## config.mk

```make
export PLATFORM = sky130hd
export DESIGN_NAME = pal_ctrl
export DESIGN_NICKNAME = d
export VERILOG_FILES = /design/src/pal_pkg.sv /design/src/pal_ctrl.sv
export SDC_FILE = /design/constraint.sdc
export NUM_CORES = 1
export LEC_CHECK = 0
export ABC_AREA = 0
export BUFFER_PORTS_ARGS = -buffer_cell sky130_fd_sc_hd__buf_2
export CORE_AREA = 2 2 52 54
export CTS_BUF_LIST = sky130_fd_sc_hd__clkbuf_4
export DETAILED_ROUTE_END_ITERATION = 16
export DIE_AREA = 0 0 54 56
export PLACE_DENSITY = 0.73
export SYNTH_ARGS = -nofsm -noshare
export SYNTH_HDL_FRONTEND = slang
export SYNTH_SLANG_ARGS = --single-unit
```

## constraint.sdc

```tcl
create_clock -name i_clk -period 1.6 [get_ports i_clk]
set_input_delay 0 -clock i_clk [delete_from_list [all_inputs] [get_ports i_clk]]
set_output_delay 0 -clock i_clk [all_outputs]
set_load 0.02 [all_outputs]
```

## src/pal_pkg.sv

```systemverilog
// Package: shared types, codes and defaults of the polyline arc-length interpolator.
`timescale 1ns / 1ps
package pal_pkg;

    // Default configuration of the block.
    localparam int MAX_POINTS_DEF      = 64;
    localparam int COORD_BITS_DEF      = 32;
    localparam int PARAM_FRAC_BITS_DEF = 16;

    // Fixed field widths.
    localparam int LEN_BITS  = 40;
    localparam int TOL_BITS  = 8;
    localparam int KIND_BITS = 2;

    // Command codes of an input item.
    localparam logic FUNC_LOAD  = 1'b0;
    localparam logic FUNC_QUERY = 1'b1;

    // Result kinds.
    localparam logic [KIND_BITS-1:0] KIND_LEN  = 2'd0;
    localparam logic [KIND_BITS-1:0] KIND_POS  = 2'd1;
    localparam logic [KIND_BITS-1:0] KIND_NONE = 2'd2;

    typedef enum logic [4:0] {
        S_IDLE,
        S_LD_CHK,
        S_LD_SQ0,
        S_LD_SQ1,
        S_LD_SQ2,
        S_LD_SQ3,
        S_LD_RT,
        S_LD_RW,
        S_LD_COMMIT,
        S_NRM_INIT,
        S_NRM_RD,
        S_NRM_DIV,
        S_NRM_WAIT,
        S_NRM_END,
        S_Q_CHK,
        S_Q_ERD,
        S_Q_EOUT,
        S_Q_SRD,
        S_Q_SCMP,
        S_Q_P0RD,
        S_Q_P0,
        S_Q_P1,
        S_Q_DIVW,
        S_Q_LX,
        S_Q_LY,
        S_Q_LZ,
        S_Q_OUT
    } t_state;

    typedef enum logic [2:0] {
        MUL_NONE,
        MUL_SQX,
        MUL_SQY,
        MUL_SQZ,
        MUL_LX,
        MUL_LY,
        MUL_LZ
    } t_mul_op;

    typedef enum logic [1:0] {
        ACC_NONE,
        ACC_LOAD,
        ACC_ADD
    } t_acc_op;

    typedef enum logic [1:0] {
        PW_NONE,
        PW_ZERO,
        PW_DIV,
        PW_ONE
    } t_prm_wr;

    typedef enum logic [1:0] {
        RD_IDX,
        RD_SEG,
        RD_SEG1
    } t_rd_sel;

    // Controller to datapath.
    typedef struct packed {
        logic                 accept;
        logic                 commit;
        logic                 first;
        t_mul_op              mul_op;
        t_acc_op              acc_op;
        logic                 sqrt_go;
        logic                 close;
        t_prm_wr              prm_wr;
        logic                 idx_one;
        logic                 idx_inc;
        t_rd_sel              rd_sel;
        logic                 div_go;
        logic                 div_qry;
        logic                 lam_wr;
        logic                 set_end;
        logic                 hit_wr;
        logic                 p0_wr;
        logic                 p1_wr;
        logic                 emit;
        logic [KIND_BITS-1:0] kind;
        logic                 pos_lerp;
    } t_cmd;

    // Datapath to controller.
    typedef struct packed {
        logic last;
        logic closed;
        logic full;
        logic cnt_zero;
        logic cnt_one;
        logic cnt_gt1;
        logic cnt_gt2;
        logic snap_first;
        logic snap_last;
        logic idx_pen;
        logic hit;
        logic sqrt_done;
        logic div_done;
    } t_status;

endpackage

```

## src/pal_ctrl.sv

```systemverilog
// Controller state machine: sequences loads, normalization and queries.
`timescale 1ns / 1ps
module pal_ctrl (
    input  logic            i_clk,
    input  logic            i_rst_n,
    input  logic            start,
    input  logic            i_func,
    input  pal_pkg::t_status i_st,
    output pal_pkg::t_cmd   o_cmd,
    output logic            busy
);
    pal_pkg::t_state r_state;
    pal_pkg::t_state n_state;

    // State register.
    always_ff @(posedge i_clk) begin
        if (!i_rst_n) begin
            r_state <= pal_pkg::S_IDLE;
        end else begin
            r_state <= n_state;
        end
    end

    // Next state and commands.
    always_comb begin
        n_state       = r_state;
        o_cmd         = '0;
        o_cmd.mul_op  = pal_pkg::MUL_NONE;
        o_cmd.acc_op  = pal_pkg::ACC_NONE;
        o_cmd.prm_wr  = pal_pkg::PW_NONE;
        o_cmd.rd_sel  = pal_pkg::RD_IDX;
        o_cmd.kind    = pal_pkg::KIND_NONE;
        busy          = 1'b1;
        case (r_state)
            pal_pkg::S_IDLE: begin
                busy = 1'b0;
                if (start) begin
                    o_cmd.accept = 1'b1;
                    n_state = (i_func == pal_pkg::FUNC_QUERY) ? pal_pkg::S_Q_CHK
                                                              : pal_pkg::S_LD_CHK;
                end
            end
            // Load path.
            pal_pkg::S_LD_CHK: begin
                if (i_st.full) begin
                    n_state = i_st.last ? pal_pkg::S_NRM_INIT : pal_pkg::S_IDLE;
                end else if (i_st.cnt_zero) begin
                    n_state = pal_pkg::S_LD_COMMIT;
                end else begin
                    n_state = pal_pkg::S_LD_SQ0;
                end
            end
            pal_pkg::S_LD_SQ0: begin
                o_cmd.mul_op = pal_pkg::MUL_SQX;
                n_state = pal_pkg::S_LD_SQ1;
            end
            pal_pkg::S_LD_SQ1: begin
                o_cmd.mul_op = pal_pkg::MUL_SQY;
                o_cmd.acc_op = pal_pkg::ACC_LOAD;
                n_state = pal_pkg::S_LD_SQ2;
            end
            pal_pkg::S_LD_SQ2: begin
                o_cmd.mul_op = pal_pkg::MUL_SQZ;
                o_cmd.acc_op = pal_pkg::ACC_ADD;
                n_state = pal_pkg::S_LD_SQ3;
            end
            pal_pkg::S_LD_SQ3: begin
                o_cmd.acc_op = pal_pkg::ACC_ADD;
                n_state = pal_pkg::S_LD_RT;
            end
            pal_pkg::S_LD_RT: begin
                o_cmd.sqrt_go = 1'b1;
                n_state = pal_pkg::S_LD_RW;
            end
            pal_pkg::S_LD_RW: begin
                if (i_st.sqrt_done) begin
                    n_state = pal_pkg::S_LD_COMMIT;
                end
            end
            pal_pkg::S_LD_COMMIT: begin
                o_cmd.commit = 1'b1;
                o_cmd.first  = i_st.cnt_zero;
                n_state = i_st.last ? pal_pkg::S_NRM_INIT : pal_pkg::S_IDLE;
            end
            // Normalization of the cumulative distances.
            pal_pkg::S_NRM_INIT: begin
                o_cmd.close   = 1'b1;
                o_cmd.prm_wr  = pal_pkg::PW_ZERO;
                o_cmd.idx_one = 1'b1;
                n_state = i_st.cnt_gt2 ? pal_pkg::S_NRM_RD : pal_pkg::S_NRM_END;
            end
            pal_pkg::S_NRM_RD: begin
                o_cmd.rd_sel = pal_pkg::RD_IDX;
                n_state = pal_pkg::S_NRM_DIV;
            end
            pal_pkg::S_NRM_DIV: begin
                o_cmd.div_go = 1'b1;
                n_state = pal_pkg::S_NRM_WAIT;
            end
            pal_pkg::S_NRM_WAIT: begin
                if (i_st.div_done) begin
                    o_cmd.prm_wr  = pal_pkg::PW_DIV;
                    o_cmd.idx_inc = 1'b1;
                    n_state = i_st.idx_pen ? pal_pkg::S_NRM_END : pal_pkg::S_NRM_RD;
                end
            end
            pal_pkg::S_NRM_END: begin
                if (i_st.cnt_gt1) begin
                    o_cmd.prm_wr = pal_pkg::PW_ONE;
                end
                o_cmd.emit = 1'b1;
                o_cmd.kind = pal_pkg::KIND_LEN;
                n_state = pal_pkg::S_IDLE;
            end
            // Query path.
            pal_pkg::S_Q_CHK: begin
                if (!i_st.closed || i_st.cnt_zero) begin
                    o_cmd.emit = 1'b1;
                    o_cmd.kind = pal_pkg::KIND_NONE;
                    n_state = pal_pkg::S_IDLE;
                end else if (i_st.cnt_one || i_st.snap_first || i_st.snap_last) begin
                    o_cmd.set_end = 1'b1;
                    n_state = pal_pkg::S_Q_ERD;
                end else begin
                    o_cmd.idx_one = 1'b1;
                    n_state = pal_pkg::S_Q_SRD;
                end
            end
            pal_pkg::S_Q_ERD: begin
                o_cmd.rd_sel = pal_pkg::RD_SEG;
                n_state = pal_pkg::S_Q_EOUT;
            end
            pal_pkg::S_Q_EOUT: begin
                o_cmd.emit = 1'b1;
                o_cmd.kind = pal_pkg::KIND_POS;
                n_state = pal_pkg::S_IDLE;
            end
            pal_pkg::S_Q_SRD: begin
                o_cmd.rd_sel = pal_pkg::RD_IDX;
                n_state = pal_pkg::S_Q_SCMP;
            end
            pal_pkg::S_Q_SCMP: begin
                if (i_st.hit) begin
                    o_cmd.hit_wr = 1'b1;
                    n_state = pal_pkg::S_Q_P0RD;
                end else begin
                    o_cmd.idx_inc = 1'b1;
                    n_state = pal_pkg::S_Q_SRD;
                end
            end
            pal_pkg::S_Q_P0RD: begin
                o_cmd.rd_sel = pal_pkg::RD_SEG;
                n_state = pal_pkg::S_Q_P0;
            end
            pal_pkg::S_Q_P0: begin
                o_cmd.p0_wr  = 1'b1;
                o_cmd.rd_sel = pal_pkg::RD_SEG1;
                n_state = pal_pkg::S_Q_P1;
            end
            pal_pkg::S_Q_P1: begin
                o_cmd.p1_wr   = 1'b1;
                o_cmd.div_go  = 1'b1;
                o_cmd.div_qry = 1'b1;
                n_state = pal_pkg::S_Q_DIVW;
            end
            pal_pkg::S_Q_DIVW: begin
                if (i_st.div_done) begin
                    o_cmd.lam_wr = 1'b1;
                    n_state = pal_pkg::S_Q_LX;
                end
            end
            pal_pkg::S_Q_LX: begin
                o_cmd.mul_op = pal_pkg::MUL_LX;
                n_state = pal_pkg::S_Q_LY;
            end
            pal_pkg::S_Q_LY: begin
                o_cmd.mul_op = pal_pkg::MUL_LY;
                n_state = pal_pkg::S_Q_LZ;
            end
            pal_pkg::S_Q_LZ: begin
                o_cmd.mul_op = pal_pkg::MUL_LZ;
                n_state = pal_pkg::S_Q_OUT;
            end
            pal_pkg::S_Q_OUT: begin
                o_cmd.emit     = 1'b1;
                o_cmd.kind     = pal_pkg::KIND_POS;
                o_cmd.pos_lerp = 1'b1;
                n_state = pal_pkg::S_IDLE;
            end
            default: begin
                n_state = pal_pkg::S_IDLE;
            end
        endcase
    end
endmodule

```

# == Word-level counts from Yosys, hierarchy flattened ==
# Index checks and enable logic that the tools add are counted.
# op_classes
add_sub_neg,0
n_mul,0
n_div,0
n_lt_le_gt_ge,0
n_eq_ne,30
shifts,0
mux,44
bitwise,0
n_reduce_logical,10
# op_table
operator,n
case mux 5 bit (24 select lines),1
== test 5 bit (second input constant),11
== test 5 x 4 -> 1 bit (second input constant),8
two-way mux 5 bit,7
== test 5 x 3 -> 1 bit (second input constant),4
two-way mux 1 bit,19
case mux 3 bit (6 select lines),1
two-way mux 4 bit,3
== test 5 x 2 -> 1 bit (second input constant),2
two-way mux 3 bit,3
case mux 3 bit (3 select lines),1
two-way mux 2 bit,4
inequality test 2 bit (second input constant),4
case mux 2 bit (2 select lines),2
OR reduction 2 bit,4
case mux 2 bit (3 select lines),1
== test 5 x 1 -> 1 bit (second input constant),1
logical NOT 5 bit,1
case mux 1 bit (2 select lines),2
AND reduction 4 bit,1
logical OR 1 bit,3
logical NOT 1 bit,1
# totals
ff_bits,5
latchBits,0
ram_bits,0
romBits,0
inputBits,17
out_inout_bits,28
n_memories,0

# == Depth between registers and ports, before layout ==
# logic_depth
ltp_word,5
ltp_mapped,7
ltp_nobuf,5

# == Worst setup path after synthesis ==
# No wires, ideal clock.
# synth_path
path_kind,register -> output
startpoint,register r_state[4]
endpoint,output o_cmd[3] (netlist name)
arrival_time_ns,1.889
required_time_ns,1.600
setup_slack_ns,-0.289
path_stages_with_launch,7
path_buffers,2
path_cell_list,dfxtp_1 > buf_2 > buf_2 > nand2_1 > nor3_1 > nor2_1 > o21ai_1
# synth_rtl
item,line,text
"start, declared",pal_ctrl.sv:12,pal_pkg::t_state r_state;
"start signal, assigned",pal_ctrl.sv:18,r_state <= pal_pkg::S_IDLE;
"start signal, assigned",pal_ctrl.sv:20,r_state <= n_state;
"end, declared",pal_ctrl.sv:9,"output pal_pkg::t_cmd o_cmd,"

==> flow_summary.json <==
{
  "status": "finished, violations left",
  "violations": "setup timing",
  "largest_reg_flops": 5,
  "clockPowerShare_pct": 5.7,
  "tns_ps": -135,
  "fp.dieH_um": 56,
  "vias": 1653,
  "portBuffers": 44,
  "num_rows": 18,
  "rsz0062_at_grt": "yes",
  "synth_edf_count": 0,
  "clock_latency_ps": 260,
  "dr.first_iter.drc_count": 81,
  "vias_per_cell": 6.14,
  "drc": 0,
  "worstSetupEndpointType": "output pin",
  "slowest_stage": "dfxtp_4",
  "initial_core_util_pct": 45.4,
  "antenna_found_initial": 0,
  "synth_seq_cells": 5,
  "die_area_um2": 3020,
  "cts_tree": "done",
  "clockBufferDepth": 2,
  "synth-seq-area-share_pct": 9.07,
  "top_register": "r_state",
  "diodes": 0,
  "grt_pass1_vias": 1434,
  "worst_slew_pin_slew_ps": 326,
  "powerDensity_nw_per_um2": 1760,
  "avgRoutedWirePerCell_um": 17.3,
  "holdWs_ps": 8.83,
  "core_area_um2": 2430,
  "h-tree-depth": 1,
  "irDropWorstVdd_mv": 1.41,
  "p_switching_w": 0.00158,
  "grt_usage_pct": 27.9,
  "grt_overflow": 0,
  "finalWirelength_mm": 4.66,
  "hold_path.class": "input pin to register",
  "worstSetupPathType": "register to output pin",
  "slowest_delay_ps": 460,
  "p_int_w": 0.00156,
  "combPwrFrac_pct": 83.9,
  "power_frac_seq_pct": 10.4,
  "postRouteAntennaNets": 0,
  "clockRootBuffer": "clkbuf_4",
  "syn_to_final_growth_pct": 61.9,
  "drt-pass1-iter-count": 4,
  "ys_warn_count": 0,
  "drive_above_1_share_pct": 51.9,
  "reg_top3": "r_state x5",
  "synth_cells": 163,
  "layout_common_cells": "40 x buf_2, 40 x buf_4, 13 x nor2_1",
  "worst_slew_margin_rel_pct": 78.1,
  "worst_slack_ps": -62.9,
  "startpoint_type": "register",
  "finalCritPeriodShare_pct": 104,
  "critPathArrivalTime_ps": 1660,
  "period_minus_slack_ps": 1660,
  "avgSynthCellArea_um2": 6.77,
  "crit_fanout": 15,
  "maxSlewViolCount": 0,
  "grt_pass1_wl_mm": 6.55,
  "finalSetupViolCount": 3,
  "cp_cell_sequence": "and2b_2, buf_6, nand2_2, a21oi_2, nor2_1, o21ai_1, buf_4",
  "gp_congestion": 0.881,
  "power.leakage_nw": 0.862,
  "nNetsFinal": 257,
  "cp.required_ps": 1600,
  "drv_cap": 0,
  "clock_sinks": 5,
  "final_hold_viol_count": 0,
  "ioPinCount": 45,
  "synth_area_um2": 1100,
  "synth-main-ff-cell": "dfxtp_1",
  "die_w_um": 54,
  "cts_buffers": 3,
  "synth_nets": 180,
  "place_hpwl_mm": 3.10,
  "switching_share_pct": 50.4,
  "async_reset_ff_share_pct": 0,
  "clock_skew_ps": 2.54,
  "ys_types": 48,
  "grt_max_degree": 31,
  "fmax_mhz": 601,
  "cts.clk_slew.worst_paths_ps": 50
}
-- metrics by stage --
step	power [W]	instance area, um^2	cells	util, %	worst slack (ps)
final	0.00314	1790	269	73.5	-62.9
after global routing	0.00330	1790	269	73.5	-109
after CTS	0.00271	1600	262	65.6	3.84
after detailed placement	0.00247	1520	258	62.7	-93.0
after global placement	0.00244	1520	258	62.7	-27.2
after floorplan	0.00175	1110	163	-	-47.0
-- critical path, delay by kind of cell, from the launching register on --
kind                   cells  cell delay, ps
flip-flops                 1             460
AO/OA/AOI/OAI              2             160
buffers and inverters      2             300
AND/OR/NAND/NOR            3             490
-- cell usage after synthesis (2+ instances only) --
library cell,number,area share (%)
nor4_2,2,2.3
dfxtp_1,5,9.1
nor2_1,16,5.4
nand4_1,3,1.7
clkbuf_4,2,1.4
o21ai_1,3,1.4
a211oi_1,2,1.4
nor3_1,13,5.9
and3_1,6,3.4
nor4_1,2,1.1
o31ai_1,3,2.0
o21a_1,2,1.4
buf_6,8,8.2
or3_1,2,1.1
o21ai_0,4,1.8
buf_4,2,1.4
nand4b_1,2,1.6
and2_1,2,1.1
a31oi_1,2,1.1
a21oi_1,11,5.0
nand3_1,5,2.3
nor3b_1,2,1.4
inv_1,6,2.0
nor2b_1,7,4.0
buf_2,5,2.3
nand2_1,12,4.1
nand2b_1,4,2.3
mux2i_1,3,2.7
o2111ai_1,3,2.4
and3b_1,4,3.2
a22oi_1,3,2.0
-- layout make-up --
cell class | count | area [um^2]
inverters | 6 | 22.5
multi-input cells | 134 | 936
flip-flops and latches | 5 | 116
clock buffers | 4 | 30.0
well taps | 30 | 37.5
repair buffers | 90 | 644
fillers | 188 | 646
-- power by group through the flow --
stage	Clock [W]	Combinational [W]	Sequential, W
after floorplan	0	0.00155	0.000204
after global placement	0	0.00217	0.000269
after detailed placement	0	0.00219	0.000277
after CTS	0.000178	0.00225	0.000288
after global routing	0.000183	0.00279	0.000326
final	0.000180	0.00263	0.000326
-- final timing paths --
path / from / to / slack, ps / depth (start not counted)
worst max-delay path: r_state[2] / o_cmd[3] / -60 / 7
worst min-delay path: i_rst_n / r_state[2] / 9 / 2
worst max register to register: r_state[1] / r_state[1] / -20 / 6
worst min register to register: r_state[1] / r_state[1] / 700 / 3
-- metal layers --
metal / vias up / wire, um / GRT usage, % / share of wire [%]
li1: 756 / - / - / -
met1: 764 / 1730 / 37.3 / 37
met2: 121 / 2330 / 45.8 / 50
met3: 12 / 494 / 2.69 / 11
met4: 0 / 106 / 8.93 / 2.3
met5: - / 0 / 0 / 0
-- cells by family after synthesis --
logic type | count (synthesis) | share of synthesized area (%)
AND/OR/NAND/NOR | 87 | 44.1
AO/OA/AOI/OAI | 43 | 26.8
buffers and inverters | 24 | 16.6
flip-flops | 5 | 9.07
multiplexers | 3 | 2.72
XOR/XNOR | 1 | 0.794
-- repair_timing --
item                       in CTS  in global routing
buffers inserted                0                  6
hold buffers                    0                  0
setup endpoints to repair      22                 14
pin swaps                       2                  8
cloned                          0                  1
resized for setup              17                 29
Power figures use the tool's default switching activity.
